[src/rtl/pst_pkg.sv]
// shared types and constants for the priority task scheduler
package pst_pkg;

    localparam int DEF_TASK_SLOTS = 16;
    localparam int DEF_SEM_SLOTS  = 8;

    localparam logic [7:0]  LOWEST_PRIO_RST = 8'hFF;
    localparam logic [15:0] SEM_COUNT_MAX   = 16'hFFFF;

    typedef enum logic [3:0] {
        OP_CREATE    = 4'd0,
        OP_DISPATCH  = 4'd1,
        OP_YIELD     = 4'd2,
        OP_DELAY     = 4'd3,
        OP_TERMINATE = 4'd4,
        OP_TICK      = 4'd5,
        OP_SEM_INIT  = 4'd6,
        OP_SEM_WAIT  = 4'd7,
        OP_SEM_POST  = 4'd8
    } t_opcode;

    typedef enum logic [2:0] {
        ST_OK          = 3'd0,
        ST_NONE_READY  = 3'd1,
        ST_TABLE_FULL  = 3'd2,
        ST_BAD_PRIO    = 3'd3,
        ST_NO_RUNNING  = 3'd4,
        ST_BLOCKED     = 3'd5
    } t_status;

    typedef enum logic [3:0] {
        S_IDLE,
        S_EXEC,
        S_DISP,
        S_POST,
        S_INS_RD,
        S_INS_CMP,
        S_TICK_RD,
        S_TICK_EV,
        S_TICK_NX
    } t_state;

    typedef struct packed {
        logic [3:0]  opcode;
        logic [7:0]  priority_req;
        logic [31:0] sleep_ticks;
        logic [2:0]  sem_index;
        logic [15:0] init_value;
    } t_req;

    typedef struct packed {
        logic [2:0] status;
        logic [3:0] task_id;
        logic [4:0] woken_count;
    } t_rsp;

endpackage

[src/rtl/pst_ram.sv]
// generic single write port ram with registered read
module pst_ram #(
    parameter int WIDTH = 8,
    parameter int DEPTH = 16
) (
    input  logic                     i_clk,
    input  logic                     i_we,
    input  logic [$clog2(DEPTH)-1:0] i_waddr,
    input  logic [WIDTH-1:0]         i_wdata,
    input  logic [$clog2(DEPTH)-1:0] i_raddr,
    output logic [WIDTH-1:0]         o_rdata
);

    logic [WIDTH-1:0] r_mem [DEPTH];
    logic [WIDTH-1:0] r_rdata;

    always_ff @(posedge i_clk) begin
        if (i_we) begin
            r_mem[i_waddr] <= i_wdata;
        end
        r_rdata <= r_mem[i_raddr];
    end

    assign o_rdata = r_rdata;

endmodule

[src/rtl/priority_task_scheduler.sv]
// fixed priority task scheduler with counting semaphores, top level
//
// channel   direction  signals                      handshake
// request   in         i_req (pst_pkg::t_req)       start && !busy
// result    out        o_rsp (pst_pkg::t_rsp)       o_valid, one cycle pulse
// config    in         i_cfg_wdata (lowest prio)    i_cfg_we
//
// a request that touches no list passes through exec only; dispatch and a
// releasing post add a state; a ready list insert adds a read, and a compare
// when it stops behind an entry, plus a read and a compare per entry walked past
// a tick reads, ages and steps past every sleeper, plus one insert per woken task while the ready list has room
// busy is high while a request is in flight and falls as the result is strobed
// synchronous active low reset; list memories need no clearing
// the result is shown for one cycle and cannot be held off
module priority_task_scheduler #(
    parameter int TASK_SLOTS = pst_pkg::DEF_TASK_SLOTS,
    parameter int SEM_SLOTS  = pst_pkg::DEF_SEM_SLOTS
) (
    input  logic          i_clk,
    input  logic          i_rst_n,
    input  logic          start,
    output logic          busy,
    input  pst_pkg::t_req i_req,
    output logic          o_valid,
    output pst_pkg::t_rsp o_rsp,
    input  logic          i_cfg_we,
    input  logic [7:0]    i_cfg_wdata
);

    localparam int IDW = $clog2(TASK_SLOTS);
    localparam int CW  = $clog2(TASK_SLOTS + 1);
    localparam int SW  = (SEM_SLOTS > 1) ? $clog2(SEM_SLOTS) : 1;
    localparam int SXW = ($clog2(SEM_SLOTS + 1) > 3) ? $clog2(SEM_SLOTS + 1) : 3;
    localparam int WAW = $clog2(SEM_SLOTS * TASK_SLOTS);
    localparam int RW  = IDW + 8;
    localparam int SLW = IDW + 8 + 32;

    function automatic logic [IDW-1:0] add_mod(input logic [IDW-1:0] a,
                                               input logic [CW-1:0] b);
        logic [IDW:0] s;
        s = (IDW+1)'(a) + (IDW+1)'(b);
        if (s >= (IDW+1)'(TASK_SLOTS)) begin
            s = s - (IDW+1)'(TASK_SLOTS);
        end
        return s[IDW-1:0];
    endfunction

    function automatic logic [IDW-1:0] inc_mod(input logic [IDW-1:0] a);
        return (a == IDW'(TASK_SLOTS - 1)) ? '0 : a + 1'b1;
    endfunction

    function automatic logic [IDW-1:0] dec_mod(input logic [IDW-1:0] a);
        return (a == '0) ? IDW'(TASK_SLOTS - 1) : a - 1'b1;
    endfunction

    function automatic logic [WAW-1:0] wt_addr(input logic [SW-1:0] s,
                                               input logic [IDW-1:0] p);
        return WAW'(WAW'(s) * WAW'(TASK_SLOTS)) + WAW'(p);
    endfunction

    pst_pkg::t_state r_state, n_state;
    pst_pkg::t_req   r_req;
    pst_pkg::t_rsp   r_rsp, n_rsp;
    logic            r_valid;
    logic [7:0]      r_lowest;
    logic [CW-1:0]   r_created, n_created;
    logic [IDW-1:0]  r_run_id, n_run_id;
    logic [7:0]      r_run_prio, n_run_prio;
    logic            r_run_valid, n_run_valid;
    logic [IDW-1:0]  r_rdy_head, n_rdy_head;
    logic [CW-1:0]   r_rdy_len, n_rdy_len;
    logic [CW-1:0]   r_slp_len, n_slp_len;
    logic [CW-1:0]   r_i, n_i;
    logic [CW-1:0]   r_j, n_j;
    logic            r_in_tick, n_in_tick;
    logic [IDW-1:0]  r_ins_id, n_ins_id;
    logic [7:0]      r_ins_prio, n_ins_prio;
    logic [IDW-1:0]  r_ins_pos, n_ins_pos;
    logic [CW-1:0]   r_ins_cnt, n_ins_cnt;
    logic [15:0]     r_sem_cnt  [SEM_SLOTS];
    logic [15:0]     n_sem_cnt  [SEM_SLOTS];
    logic [IDW-1:0]  r_sem_head [SEM_SLOTS];
    logic [IDW-1:0]  n_sem_head [SEM_SLOTS];
    logic [CW-1:0]   r_sem_len  [SEM_SLOTS];
    logic [CW-1:0]   n_sem_len  [SEM_SLOTS];

    logic            rdy_we, slp_we, wt_we;
    logic [IDW-1:0]  rdy_waddr, rdy_raddr, slp_waddr, slp_raddr;
    logic [RW-1:0]   rdy_wdata, rdy_dout;
    logic [SLW-1:0]  slp_wdata, slp_dout;
    logic [WAW-1:0]  wt_waddr, wt_raddr;
    logic [RW-1:0]   wt_wdata, wt_dout;

    logic [SXW-1:0]  sem_ext;
    logic [SW-1:0]   sidx;
    logic            bad_sem, needs_run, run_missing, ins_can;
    logic            ins_gt, tick_last, wake;
    logic [31:0]     ev_rem;
    logic [IDW-1:0]  rdy_tail;
    pst_pkg::t_state ret_state;

    pst_ram #(.WIDTH(RW), .DEPTH(TASK_SLOTS)) u_rdy_ram (
        .i_clk(i_clk), .i_we(rdy_we), .i_waddr(rdy_waddr), .i_wdata(rdy_wdata),
        .i_raddr(rdy_raddr), .o_rdata(rdy_dout)
    );

    pst_ram #(.WIDTH(SLW), .DEPTH(TASK_SLOTS)) u_slp_ram (
        .i_clk(i_clk), .i_we(slp_we), .i_waddr(slp_waddr), .i_wdata(slp_wdata),
        .i_raddr(slp_raddr), .o_rdata(slp_dout)
    );

    pst_ram #(.WIDTH(RW), .DEPTH(SEM_SLOTS * TASK_SLOTS)) u_wt_ram (
        .i_clk(i_clk), .i_we(wt_we), .i_waddr(wt_waddr), .i_wdata(wt_wdata),
        .i_raddr(wt_raddr), .o_rdata(wt_dout)
    );

    assign sem_ext     = SXW'(r_req.sem_index);
    assign sidx        = sem_ext[SW-1:0];
    assign bad_sem     = (r_req.opcode == pst_pkg::OP_SEM_INIT ||
                          r_req.opcode == pst_pkg::OP_SEM_WAIT ||
                          r_req.opcode == pst_pkg::OP_SEM_POST) &&
                         (sem_ext >= SXW'(SEM_SLOTS));
    assign needs_run   = (r_req.opcode == pst_pkg::OP_YIELD ||
                          r_req.opcode == pst_pkg::OP_DELAY ||
                          r_req.opcode == pst_pkg::OP_TERMINATE ||
                          r_req.opcode == pst_pkg::OP_SEM_WAIT);
    assign run_missing = needs_run && !r_run_valid && !bad_sem;
    assign ins_can     = (r_rdy_len < CW'(TASK_SLOTS));
    assign rdy_tail    = add_mod(r_rdy_head, r_rdy_len);
    // entry ahead of the insert point is less urgent, so it moves back one
    assign ins_gt      = (rdy_dout[7:0] > r_ins_prio);
    assign ev_rem      = slp_dout[31:0] - 32'd1;
    assign wake        = (ev_rem == 32'd0);
    assign tick_last   = ((r_i + 1'b1) == r_slp_len);
    assign ret_state   = r_in_tick ? pst_pkg::S_TICK_NX : pst_pkg::S_IDLE;

    // next state
    always_comb begin
        n_state = r_state;
        case (r_state)
            pst_pkg::S_IDLE: begin
                if (start) begin
                    n_state = pst_pkg::S_EXEC;
                end
            end
            pst_pkg::S_EXEC: begin
                n_state = pst_pkg::S_IDLE;
                if (!run_missing && !bad_sem) begin
                    case (r_req.opcode)
                        pst_pkg::OP_CREATE: begin
                            if (r_req.priority_req <= r_lowest &&
                                r_created < CW'(TASK_SLOTS) && ins_can) begin
                                n_state = pst_pkg::S_INS_RD;
                            end
                        end
                        pst_pkg::OP_DISPATCH: begin
                            if (!r_run_valid && r_rdy_len != '0) begin
                                n_state = pst_pkg::S_DISP;
                            end
                        end
                        pst_pkg::OP_YIELD: begin
                            if (ins_can) begin
                                n_state = pst_pkg::S_INS_RD;
                            end
                        end
                        pst_pkg::OP_DELAY: begin
                            if (r_req.sleep_ticks == 32'd0 && ins_can) begin
                                n_state = pst_pkg::S_INS_RD;
                            end
                        end
                        pst_pkg::OP_TICK: begin
                            if (r_slp_len != '0) begin
                                n_state = pst_pkg::S_TICK_RD;
                            end
                        end
                        pst_pkg::OP_SEM_POST: begin
                            if (r_sem_len[sidx] != '0) begin
                                n_state = pst_pkg::S_POST;
                            end
                        end
                        default: begin
                            n_state = pst_pkg::S_IDLE;
                        end
                    endcase
                end
            end
            pst_pkg::S_DISP: begin
                n_state = pst_pkg::S_IDLE;
            end
            pst_pkg::S_POST: begin
                n_state = ins_can ? pst_pkg::S_INS_RD : pst_pkg::S_IDLE;
            end
            pst_pkg::S_INS_RD: begin
                n_state = (r_ins_cnt == '0) ? ret_state : pst_pkg::S_INS_CMP;
            end
            pst_pkg::S_INS_CMP: begin
                n_state = ins_gt ? pst_pkg::S_INS_RD : ret_state;
            end
            pst_pkg::S_TICK_RD: begin
                n_state = pst_pkg::S_TICK_EV;
            end
            pst_pkg::S_TICK_EV: begin
                n_state = (wake && ins_can) ? pst_pkg::S_INS_RD : pst_pkg::S_TICK_NX;
            end
            pst_pkg::S_TICK_NX: begin
                n_state = tick_last ? pst_pkg::S_IDLE : pst_pkg::S_TICK_RD;
            end
            default: begin
                n_state = pst_pkg::S_IDLE;
            end
        endcase
    end

    // datapath and memory control
    always_comb begin
        n_rsp       = r_rsp;
        n_created   = r_created;
        n_run_id    = r_run_id;
        n_run_prio  = r_run_prio;
        n_run_valid = r_run_valid;
        n_rdy_head  = r_rdy_head;
        n_rdy_len   = r_rdy_len;
        n_slp_len   = r_slp_len;
        n_i         = r_i;
        n_j         = r_j;
        n_in_tick   = r_in_tick;
        n_ins_id    = r_ins_id;
        n_ins_prio  = r_ins_prio;
        n_ins_pos   = r_ins_pos;
        n_ins_cnt   = r_ins_cnt;
        n_sem_cnt   = r_sem_cnt;
        n_sem_head  = r_sem_head;
        n_sem_len   = r_sem_len;
        rdy_we      = 1'b0;
        rdy_waddr   = r_ins_pos;
        rdy_wdata   = {r_ins_id, r_ins_prio};
        rdy_raddr   = r_rdy_head;
        slp_we      = 1'b0;
        slp_waddr   = r_slp_len[IDW-1:0];
        slp_wdata   = {r_run_id, r_run_prio, r_req.sleep_ticks};
        slp_raddr   = r_i[IDW-1:0];
        wt_we       = 1'b0;
        wt_waddr    = wt_addr(sidx, add_mod(r_sem_head[sidx], r_sem_len[sidx]));
        wt_wdata    = {r_run_id, r_run_prio};
        wt_raddr    = wt_addr(sidx, r_sem_head[sidx]);

        case (r_state)
            pst_pkg::S_EXEC: begin
                n_rsp     = '{status: pst_pkg::ST_OK, task_id: '0, woken_count: '0};
                n_in_tick = 1'b0;
                n_ins_pos = rdy_tail;
                n_ins_cnt = r_rdy_len;
                n_ins_id  = r_run_id;
                n_ins_prio = r_run_prio;
                if (run_missing) begin
                    n_rsp.status = pst_pkg::ST_NO_RUNNING;
                end else if (!bad_sem) begin
                    case (r_req.opcode)
                        pst_pkg::OP_CREATE: begin
                            if (r_req.priority_req > r_lowest) begin
                                n_rsp.status = pst_pkg::ST_BAD_PRIO;
                            end else if (r_created >= CW'(TASK_SLOTS)) begin
                                n_rsp.status = pst_pkg::ST_TABLE_FULL;
                            end else begin
                                n_rsp.task_id = 4'(r_created);
                                n_created     = r_created + 1'b1;
                                n_ins_id      = r_created[IDW-1:0];
                                n_ins_prio    = r_req.priority_req;
                            end
                        end
                        pst_pkg::OP_DISPATCH: begin
                            if (r_run_valid) begin
                                n_rsp.task_id = 4'(r_run_id);
                            end else if (r_rdy_len == '0) begin
                                n_rsp.status = pst_pkg::ST_NONE_READY;
                            end
                        end
                        pst_pkg::OP_YIELD: begin
                            n_run_valid = 1'b0;
                        end
                        pst_pkg::OP_DELAY: begin
                            if (r_req.sleep_ticks == 32'd0) begin
                                n_run_valid = 1'b0;
                            end else if (r_slp_len < CW'(TASK_SLOTS)) begin
                                slp_we      = 1'b1;
                                n_slp_len   = r_slp_len + 1'b1;
                                n_run_valid = 1'b0;
                            end
                        end
                        pst_pkg::OP_TERMINATE: begin
                            n_run_valid = 1'b0;
                        end
                        pst_pkg::OP_TICK: begin
                            n_in_tick = 1'b1;
                            n_i       = '0;
                            n_j       = '0;
                        end
                        pst_pkg::OP_SEM_INIT: begin
                            n_sem_cnt[sidx] = r_req.init_value;
                            n_sem_len[sidx] = '0;
                        end
                        pst_pkg::OP_SEM_WAIT: begin
                            if (r_sem_cnt[sidx] != 16'd0) begin
                                n_sem_cnt[sidx] = r_sem_cnt[sidx] - 16'd1;
                            end else if (r_sem_len[sidx] < CW'(TASK_SLOTS)) begin
                                wt_we           = 1'b1;
                                n_sem_len[sidx] = r_sem_len[sidx] + 1'b1;
                                n_run_valid     = 1'b0;
                                n_rsp.status    = pst_pkg::ST_BLOCKED;
                            end
                        end
                        pst_pkg::OP_SEM_POST: begin
                            if (r_sem_len[sidx] == '0 &&
                                r_sem_cnt[sidx] != pst_pkg::SEM_COUNT_MAX) begin
                                n_sem_cnt[sidx] = r_sem_cnt[sidx] + 16'd1;
                            end
                        end
                        default: begin
                            n_rsp.status = pst_pkg::ST_OK;
                        end
                    endcase
                end
            end
            pst_pkg::S_DISP: begin
                n_run_id      = rdy_dout[RW-1 -: IDW];
                n_run_prio    = rdy_dout[7:0];
                n_run_valid   = 1'b1;
                n_rdy_head    = inc_mod(r_rdy_head);
                n_rdy_len     = r_rdy_len - 1'b1;
                n_rsp.task_id = 4'(rdy_dout[RW-1 -: IDW]);
            end
            pst_pkg::S_POST: begin
                n_sem_head[sidx]  = inc_mod(r_sem_head[sidx]);
                n_sem_len[sidx]   = r_sem_len[sidx] - 1'b1;
                n_rsp.task_id     = 4'(wt_dout[RW-1 -: IDW]);
                n_rsp.woken_count = 5'd1;
                n_ins_id          = wt_dout[RW-1 -: IDW];
                n_ins_prio        = wt_dout[7:0];
                n_ins_pos         = rdy_tail;
                n_ins_cnt         = r_rdy_len;
            end
            pst_pkg::S_INS_RD: begin
                rdy_raddr = dec_mod(r_ins_pos);
                if (r_ins_cnt == '0) begin
                    rdy_we    = 1'b1;
                    n_rdy_len = r_rdy_len + 1'b1;
                end
            end
            pst_pkg::S_INS_CMP: begin
                rdy_we = 1'b1;
                if (ins_gt) begin
                    rdy_wdata = rdy_dout;
                    n_ins_pos = dec_mod(r_ins_pos);
                    n_ins_cnt = r_ins_cnt - 1'b1;
                end else begin
                    n_rdy_len = r_rdy_len + 1'b1;
                end
            end
            pst_pkg::S_TICK_EV: begin
                if (wake) begin
                    n_rsp.woken_count = r_rsp.woken_count + 5'd1;
                    n_ins_id          = slp_dout[SLW-1 -: IDW];
                    n_ins_prio        = slp_dout[39:32];
                    n_ins_pos         = rdy_tail;
                    n_ins_cnt         = r_rdy_len;
                end else begin
                    // survivor is compacted toward the front of the sleep list
                    slp_we    = 1'b1;
                    slp_waddr = r_j[IDW-1:0];
                    slp_wdata = {slp_dout[SLW-1:32], ev_rem};
                    n_j       = r_j + 1'b1;
                end
            end
            pst_pkg::S_TICK_NX: begin
                n_i = r_i + 1'b1;
                if (tick_last) begin
                    n_slp_len = r_j;
                end
            end
            default: begin
                n_rsp = r_rsp;
            end
        endcase
    end

    always_ff @(posedge i_clk) begin
        if (!i_rst_n) begin
            r_state     <= pst_pkg::S_IDLE;
            r_valid     <= 1'b0;
            r_lowest    <= pst_pkg::LOWEST_PRIO_RST;
            r_created   <= '0;
            r_run_id    <= '0;
            r_run_valid <= 1'b0;
            r_rdy_head  <= '0;
            r_rdy_len   <= '0;
            r_slp_len   <= '0;
            r_in_tick   <= 1'b0;
            for (int k = 0; k < SEM_SLOTS; k++) begin
                r_sem_cnt[k]  <= '0;
                r_sem_head[k] <= '0;
                r_sem_len[k]  <= '0;
            end
        end else begin
            r_state     <= n_state;
            r_valid     <= (n_state == pst_pkg::S_IDLE) && (r_state != pst_pkg::S_IDLE);
            if (i_cfg_we) begin
                r_lowest <= i_cfg_wdata;
            end
            r_created   <= n_created;
            r_run_id    <= n_run_id;
            r_run_valid <= n_run_valid;
            r_rdy_head  <= n_rdy_head;
            r_rdy_len   <= n_rdy_len;
            r_slp_len   <= n_slp_len;
            r_in_tick   <= n_in_tick;
            r_sem_cnt   <= n_sem_cnt;
            r_sem_head  <= n_sem_head;
            r_sem_len   <= n_sem_len;
        end
    end

    always_ff @(posedge i_clk) begin
        if (start && !busy) begin
            r_req <= i_req;
        end
        r_rsp      <= n_rsp;
        r_run_prio <= n_run_prio;
        r_i        <= n_i;
        r_j        <= n_j;
        r_ins_id   <= n_ins_id;
        r_ins_prio <= n_ins_prio;
        r_ins_pos  <= n_ins_pos;
        r_ins_cnt  <= n_ins_cnt;
    end

    assign busy    = (r_state != pst_pkg::S_IDLE);
    assign o_valid = r_valid;
    assign o_rsp   = r_rsp;

    a_result_after_busy: assert property (@(posedge i_clk) disable iff (!i_rst_n)
        o_valid |-> $past(busy))
        else $error("result without a request in flight");

    a_accept_goes_busy: assert property (@(posedge i_clk) disable iff (!i_rst_n)
        start && !busy |=> busy && !o_valid)
        else $error("accepted request did not start");

    a_cmp_after_rd: assert property (@(posedge i_clk) disable iff (!i_rst_n)
        r_state == pst_pkg::S_INS_CMP |-> $past(r_state) == pst_pkg::S_INS_RD)
        else $error("insert compare without a read");

    a_run_from_dispatch: assert property (@(posedge i_clk) disable iff (!i_rst_n)
        $rose(r_run_valid) |-> $past(r_state) == pst_pkg::S_DISP)
        else $error("running task set outside dispatch");

endmodule
[config.mk]
export PLATFORM = sky130hd
export DESIGN_NAME = priority_task_scheduler
export DESIGN_NICKNAME = d
export VERILOG_FILES = /design/src/rtl/pst_pkg.sv /design/src/rtl/pst_ram.sv /design/src/rtl/priority_task_scheduler.sv
export SDC_FILE = /design/constraint.sdc
export NUM_CORES = 2
export LEC_CHECK = 0
export BUFFER_PORTS_ARGS = -buffer_cell sky130_fd_sc_hd__clkbuf_2
export CORE_ASPECT_RATIO = 1.4
export CORE_MARGIN = 10
export CORE_UTILIZATION = 52
export CTS_CLUSTER_DIAMETER = 40
export DETAILED_ROUTE_END_ITERATION = 12
export PLACE_DENSITY = 0.81
export SYNTH_ARGS = -nofsm -noshare
export SYNTH_HDL_FRONTEND = slang
export SYNTH_SLANG_ARGS = --single-unit
[constraint.sdc]
create_clock -name i_clk -period 5.4 [get_ports i_clk]
set_input_delay 0.81 -clock i_clk [delete_from_list [all_inputs] [get_ports i_clk]]
set_output_delay 0.81 -clock i_clk [all_outputs]
set_load 0.01 [all_outputs]
* After elaboration in Yosys (flattened, before gate mapping)
Memory sizes are Yosys's and may differ from the RTL's. A register that Yosys moved wholly into a read port is not among the register bits.
Index checks and enable logic that the tools add are counted.
** Operators by class
- Muxes and demuxes :: 141
- Reduce and logical (&&, ||, !) cells :: 58
- $add $sub $neg :: 22
- Bitwise gates (word level) :: 7
- Magnitude comparators :: 13
- Eq/ne operators :: 39
** Operators by type and width (number)
- 128-bit bitwise mux :: 3
- 128-bit case mux with 3 select lines :: 1
- 128-bit two-way mux :: 2
- 40-bit two-way mux :: 4
- 40-bit case mux with 2 select lines :: 2
- 4-bit two-way mux :: 29
- 5-bit two-way mux :: 18
- 44-bit two-way mux :: 2
- 40-bit bitwise mux :: 2
- 32-bit logical NOT :: 2
- 16-bit binary-select mux with 3-bit select :: 1
- 16-bit demux with 3-bit select :: 1
- 16-bit two-way mux :: 3
- 8-bit two-way mux :: 6
- 5-bit case mux with 3 select lines :: 3
- 40-bit AND :: 1
- 40-bit NOT :: 1
- 4-bit case mux with 3 select lines :: 3
- 5-bit by 1-bit adder with 5-bit output, second input constant :: 7
- 32-bit bitwise mux :: 1
- 4-bit by 3-bit == test with 1-bit output, second input constant :: 8
- 4-bit case mux with 8 select lines :: 1
- 32-bit by 1-bit subtractor with 32-bit output, second input constant :: 1
- 1-bit two-way mux :: 30
- 57 further kinds :: 148
** Word-level totals
- Logic and storage cells :: 333
- Register bits after elaboration :: 352
- RAM bits :: 2432
- Memories :: 3
** Memory list
- u_wt_ram.r_mem :: depth 128, width 12, rd ports 1, clocked after Yosys merged registers in 1, wr ports 1, line pst_ram.sv:14 : logic [WIDTH-1:0] r_mem [DEPTH];
- u_slp_ram.r_mem :: depth 16, width 44, rd ports 1, clocked after Yosys merged registers in 1, wr ports 1, line pst_ram.sv:14
- u_rdy_ram.r_mem :: depth 16, width 12, rd ports 1, clocked after Yosys merged registers in 1, wr ports 1, line pst_ram.sv:14

* Logic depth before layout (Yosys ltp)
- Depth in word-level cells :: 13
- Depth in mapped cells :: 19

* Cells and area by module
A second synthesis with hierarchy kept.
** Second synthesis, totals
- Cell total of the unflattened synthesis :: 5902
- Area total of the unflattened synthesis :: 113518.9 um^2
** By module, submodules not included
- pst_ram (u_wt_ram) :: cells each 2358, times used 1, seq. area each 46364.5 um^2, area each 59107.9 um^2
- pst_ram (u_slp_ram) :: cells each 1142, times used 1, seq. area each 22021.1 um^2, area each 27266.2 um^2
- priority_task_scheduler :: cells each 2073, times used 1, seq. area each 8187.9 um^2, area each 19545.0 um^2
- pst_ram (u_rdy_ram) :: cells each 329, times used 1, seq. area each 6005.8 um^2, area each 7599.8 um^2

* Worst setup path before layout
OpenSTA, ideal clock, no wires.
- Path type :: register to register
- From :: register u_slp_ram.r_rdata[2] (netlist: u_slp_ram.o_rdata[2]), read port of u_slp_ram.r_mem
- To :: memory u_slp_ram.r_mem[15][0] in the netlist's numbering (enable)
- Stages on the path, launching flop included :: 14
- Required time :: 4.940 ns
- Buffers on the path :: 4
- Arrival :: 4.973 ns
- Path slack :: -0.033 ns
- Path through :: dfxtp_1 -> or4_1 -> clkbuf_1 -> or2_1 -> clkbuf_1 -> nor3_1 -> xor2_1 -> and4b_1 -> and4_1 -> clkbuf_1 -> nor2_1 -> clkbuf_1 -> nand3_1 -> a21oi_1
** On the way
- Word-level cells in the longest chain between the ends :: 6
** RTL lines
- start, declared :: line pst_ram.sv:15 : logic [WIDTH-1:0] r_rdata;
- 32-bit by 1-bit subtractor with 32-bit output * :: line priority_task_scheduler.sv:132 : assign ev_rem = slp_dout[31:0] - 32'd1;
- 32-bit logical NOT * :: line priority_task_scheduler.sv:133 : assign wake = (ev_rem == 32'd0);
- 1-bit two-way mux :: line priority_task_scheduler.sv:360 : if (wake) begin
- 1-bit case mux with 2 select lines :: line priority_task_scheduler.sv:247 : case (r_state)
- 1-bit two-way mux :: line pst_ram.sv:18 : if (i_we) begin
- 1-bit two-way mux (implied by the code) :: line pst_ram.sv:19 : r_mem[i_waddr] <= i_wdata;
- end, declared :: line pst_ram.sv:14
Every way passes the cells marked *; elsewhere a longest branch is shown, timed or not.

* Worst setup path after layout
- From :: register r_req (netlist bit sidx[1])
- To :: register u_wt_ram.r_rdata[9] (netlist: u_wt_ram.o_rdata[9]), read port of u_wt_ram.r_mem
** On the way
- Word-level cells in the longest chain between the ends :: 5
** RTL lines
- start, declared :: line priority_task_scheduler.sv:62 : pst_pkg::t_req r_req;
- start signal, assigned :: line priority_task_scheduler.sv:424 : r_req <= i_req;
- 3-bit NOT with 4-bit output (implied by the code) :: line priority_task_scheduler.sv:245 : wt_raddr = wt_addr(sidx, r_sem_head[sidx]);
- 4-bit binary-select mux with 3-bit select :: line priority_task_scheduler.sv:245
- 4-bit two-way mux (implied by the code) (2 in a row) :: line priority_task_scheduler.sv:245
- 7-bit by 4-bit adder with 7-bit output * :: line priority_task_scheduler.sv:58 : return WAW'(WAW'(s) * WAW'(TASK_SLOTS)) + WAW'(p);
- end, declared :: line pst_ram.sv:15
Every way passes the cells marked *; elsewhere a longest branch is shown, timed or not. The select of a mux whose other input is x is not followed.
A chain may end at the register's enable or synchronous reset.

==> summary.md <==
| Metric | Value |
|---|---|
| Result of the run | finished, violations left |
| Violations in the final reports | max-capacitance violations, max-slew violations, negative setup slack |
| Maximum number of pins on one net before global-route repair | 177 |
| Post-layout power | 45.8 mW |
| Post-synth design cell area | 0.114 mm^2 |
| Share of total power in sequential cells | 52.3% |
| GRT overflow | 0 |
| Clock transition at path regs | 60 ps |
| Number of buffers inserted by hold repair at cts | 0 |
| Required time worst endpoint | 6070 ps |
| Internal power of the cells | 35.9 mW |
| Maximum VDD drop | 0.261 mV |
| DRC violations left | 0 |
| Proportion of synthesized flip-flops having asynchronous set or reset | 0% |
| Inserted Clock Buffers | 298 |
| Layout Area Growth over Synthesis | 14.2% |
| Htree depth | 5 |
| Met1 WL | 114000 um |
| Path category of the worst min-delay check | in2reg |
| Most frequent cells in the layout | 2546 x sky130_fd_sc_hd__edfxtp_1, 1062 x sky130_fd_sc_hd__nand2_1, 377 x sky130_fd_sc_hd__nor2_1 |
| Arrival time reported for the critical path endpoint | 6130 ps |
| Flip-flop and latch count after synthesis | 2852 |
| Max-Cap Viols | 1 |
| Via count of the first global-routing pass | 71900 |
| Final setup fails | 1 |
| Slew of the pin with the lowest slew margin | 1510 ps |
| Detail Route met2 WL | 161000 um |
| Setup_tns | -63.1 ps |
| Max Freq | 183 MHz |
| Detailed-router iteration count before antenna repair | 9 |
| Placed wire-length estimate | 208000 um |
| DIE WIDTH | 416 um |
| Final max-slew violation count | 2 |
| Total nets after synthesis | 7520 |
| Buffer depth of the longest clock path | 4 |
| Placeable core region | 0.218 mm^2 |
| Cell occurring most often along the worst timing path | sky130_fd_sc_hd__buf_4 |
| Commonest non-fill, non-tap cell in the layout | sky130_fd_sc_hd__edfxtp_1 |
| CTS tree | yes |
| Detail-routed via count per cell | 6.68 |
| Clock network fraction of total power | 44.9% |
| Unrepaired setup endpoints after global routing | false |
| Highest layer used for signal routing | met5 |
| Seq/Total Area, Yosys | 72.4% |
| Slew margin rel. | -1.12% |
| Initial core utilization | 52.2% |
| Final Net Count | 7885 |
| PnR worst setup slack | -63.1 ps |
| Wire length of the first global-routing pass | 498000 um |
| Antenna-violating nets left | 0 |
| Synthesized instance count | 7395 |
| Routed Wire Length | 346000 um |
| Share of the clock period used by the worst path | 101% |
| Critical Path Max Stage Delay | 700 ps |
| Clock period minus worst slack | 5460 ps |
| Overall track demand over capacity in global routing | 28.1% |
| Nature of the critical path endpoint | register |
| Switching power | 9.91 mW |
| Final weighted congestion in routability-driven placement | 1.04 |
| Lkg Pwr | 42.8 nW |
| Number of antenna violations at the first check in global routing | 37 |
| Kind of critical path | reg2reg |
| Count of vias placed by the detailed router | 72700 |
| Final clock skew | 69.1 ps |
| Iter 0 DRT Violations | 11800 |
| Part of the power in combinational logic | 2.8% |
| Primary FF master, synth | sky130_fd_sc_hd__edfxtp_1 |
| Number of rows created at floorplan | 203 |
| Count of unique library cells instantiated by Yosys | 87 |
| Critical Path, Cell by Cell | buf_4, buf_4, mux2_2, a22oi_1, o211a_4, inv_16, buf_16, mux4_2, and3_1, a31oi_1, nand4_1, nor4_1, o21ai_0 |
| Worst hold margin | 89.8 ps |
| Startpoint kind of the worst setup timing path | register |
| Share of final-layout standard cells stronger than drive strength 1 | 18.4% |
| Largest driver fanout on the critical path | 66 |
| WL met3 | 42200 um |
| Count of endpoints failing hold in the final timing report | 0 |
| Count of yosys warnings during synthesis | 0 |
| Synthesized area per cell | 15.4 um^2 |
| Root Driver | sky130_fd_sc_hd__clkbuf_16 |
| # clock sinks | 2852 |
| Worst skew pair latency | 900 ps |
| Filler-free cell count of the finished design | 10900 |
| FF-to-FF setup slack | -60 ps |
| Num ports | 89 |
| Net Sw Frac | 21.6% |
| Post-synth EDFFs | 2546 |
| Vertical extent of the die | 574 um |
| Slowest cell on the critical path | sky130_fd_sc_hd__nand4_1 |
| Pwr/cell area | 352 mW/mm^2 |
| DIE AREA | 0.239 mm^2 |
| Placed insts | 10300 |
| Wire length per cell after detailed routing | 31.8 um |
| Buffers on Ports | 88 |
final cells by class:
cell class	instances	area, um^2
Clock inverter	193	1990
Multi-Input combinational cell	4045	29700
Sequential cell	2852	82600
Tap cell	2870	3590
Inverter	65	274
Fill cell	15200	88200
Clock buffer	345	7770
Timing Repair Buffer	498	4230
Antenna cell	17	42.5
repair_timing:
| action | in CTS | in global routing |
|---|---|---|
| endpoints found under the setup margin | 0 | 160 |
| setup buffers | 0 | 0 |
| gates resized for setup | 0 | 15 |
kinds of logic after synthesis:
group	Yosys count	synth area share, %
muxes	734	10.4
DFF	2852	72.4
xor gates and xnor gates	84	0.645
and+or+nand+nor	2170	8.43
buffers and inverters	498	1.84
AOI/OAI and AO/OA	1007	5.69
adders and majority gates	50	0.568
cell usage after synthesis (18+ instances only):
master / count / area (um^2)
sky130_fd_sc_hd__edfxtp_1: 2546 / 76500
sky130_fd_sc_hd__nand2_1: 1062 / 3990
sky130_fd_sc_hd__nor2_1: 399 / 1500
sky130_fd_sc_hd__mux4_2: 355 / 8000
sky130_fd_sc_hd__a21oi_1: 329 / 1650
sky130_fd_sc_hd__nand3_1: 321 / 1610
sky130_fd_sc_hd__mux2i_1: 315 / 3150
sky130_fd_sc_hd__dfxtp_1: 306 / 6130
sky130_fd_sc_hd__clkbuf_1: 223 / 837
sky130_fd_sc_hd__o21ai_0: 162 / 811
sky130_fd_sc_hd__buf_2: 144 / 721
sky130_fd_sc_hd__a31oi_1: 85 / 532
sky130_fd_sc_hd__nand4_1: 71 / 444
sky130_fd_sc_hd__mux2_2: 63 / 709
sky130_fd_sc_hd__inv_1: 60 / 225
sky130_fd_sc_hd__nor3_1: 57 / 285
sky130_fd_sc_hd__buf_1: 56 / 210
sky130_fd_sc_hd__a22oi_1: 53 / 398
sky130_fd_sc_hd__and3_1: 53 / 332
sky130_fd_sc_hd__a211oi_1: 50 / 375
sky130_fd_sc_hd__xnor2_1: 50 / 438
sky130_fd_sc_hd__o22ai_1: 49 / 307
sky130_fd_sc_hd__a32oi_1: 48 / 420
sky130_fd_sc_hd__ha_1: 47 / 588
sky130_fd_sc_hd__nor4_1: 46 / 288
sky130_fd_sc_hd__xor2_1: 34 / 298
sky130_fd_sc_hd__a221oi_1: 29 / 254
sky130_fd_sc_hd__nor2b_1: 28 / 175
sky130_fd_sc_hd__o2111ai_1: 28 / 245
sky130_fd_sc_hd__and2_1: 23 / 144
sky130_fd_sc_hd__o211ai_1: 22 / 165
sky130_fd_sc_hd__a21o_1: 18 / 135
power groups by stage:
stage / clock network (mW) / registers, mW / logic (mW)
after floorplan: 0 / 24.4 / 0.679
after global routing: 21.5 / 24.0 / 1.30
final: 20.6 / 24.0 / 1.26
after detailed placement: 0 / 24.4 / 1.19
after CTS: 20.7 / 24.0 / 1.20
after global placement: 0 / 24.4 / 1.16
through the flow:
| stage | area (um^2) | worst slack (ps) | utilization (%) |
|---|---|---|---|
| 4_1_cts | 130000 | 224 | 59.5 |
| 5_1_grt | 130000 | 8.56 | 59.6 |
| 3_5_place_dp | 120000 | 390 | 55.1 |
| 6_report | 130000 | -63.1 | 59.6 |
| 2_1_floorplan | 114000 | 139 | - |
| 3_3_place_gp | 120000 | 395 | 55.1 |
state kept, by name (all words and copies together), names as in the netlist, 5 cells and up:
| register | cells |
|---|---|
| r_i | 5 |
| u_slp_ram.r_mem | 704 |
| r_sem_cnt | 128 |
| r_ins_cnt | 5 |
| r_j | 5 |
| r_slp_len | 5 |
| r_rdy_len | 5 |
| u_rdy_ram.o_rdata | 12 |
| r_lowest | 8 |
| r_sem_head | 32 |
| r_created | 5 |
| u_wt_ram.o_rdata | 12 |
| u_slp_ram.o_rdata | 44 |
| o_rsp | 12 |
| r_ins_prio | 8 |
| r_req | 60 |
| u_rdy_ram.r_mem | 192 |
| r_run_prio | 8 |
| r_sem_len | 40 |
| u_wt_ram.r_mem | 1536 |
per-layer routing:
layer / up-vias / global-route usage (%)
li1: 29400 / -
met1: 36100 / 34.0
met2: 5790 / 44.0
met3: 1371 / 7.54
met4: 24 / 19.8
met5: - / 0
critical path: cells and delay by family, from the launching register on:
| family | cells | cell delay (ps) |
|---|---|---|
| compound gates | 4 | 1430 |
| buf+inv | 4 | 1070 |
| flops | 1 | 400 |
| mux | 2 | 810 |
| simple gates | 3 | 1470 |
path summary, 6_finish.rpt:
check / depth (start not counted) / end / start
worst max-delay path: 13 / u_wt_ram.o_rdata[9] / sidx[1]
worst min-delay path: 1 / r_req[43] / i_req[43]
worst max register to register: 13 / u_wt_ram.o_rdata[9] / sidx[1]
worst min register to register: 0 / r_run_prio[0] / u_rdy_ram.o_rdata[0]
Note: power is estimated with default switching activity, not from simulation.
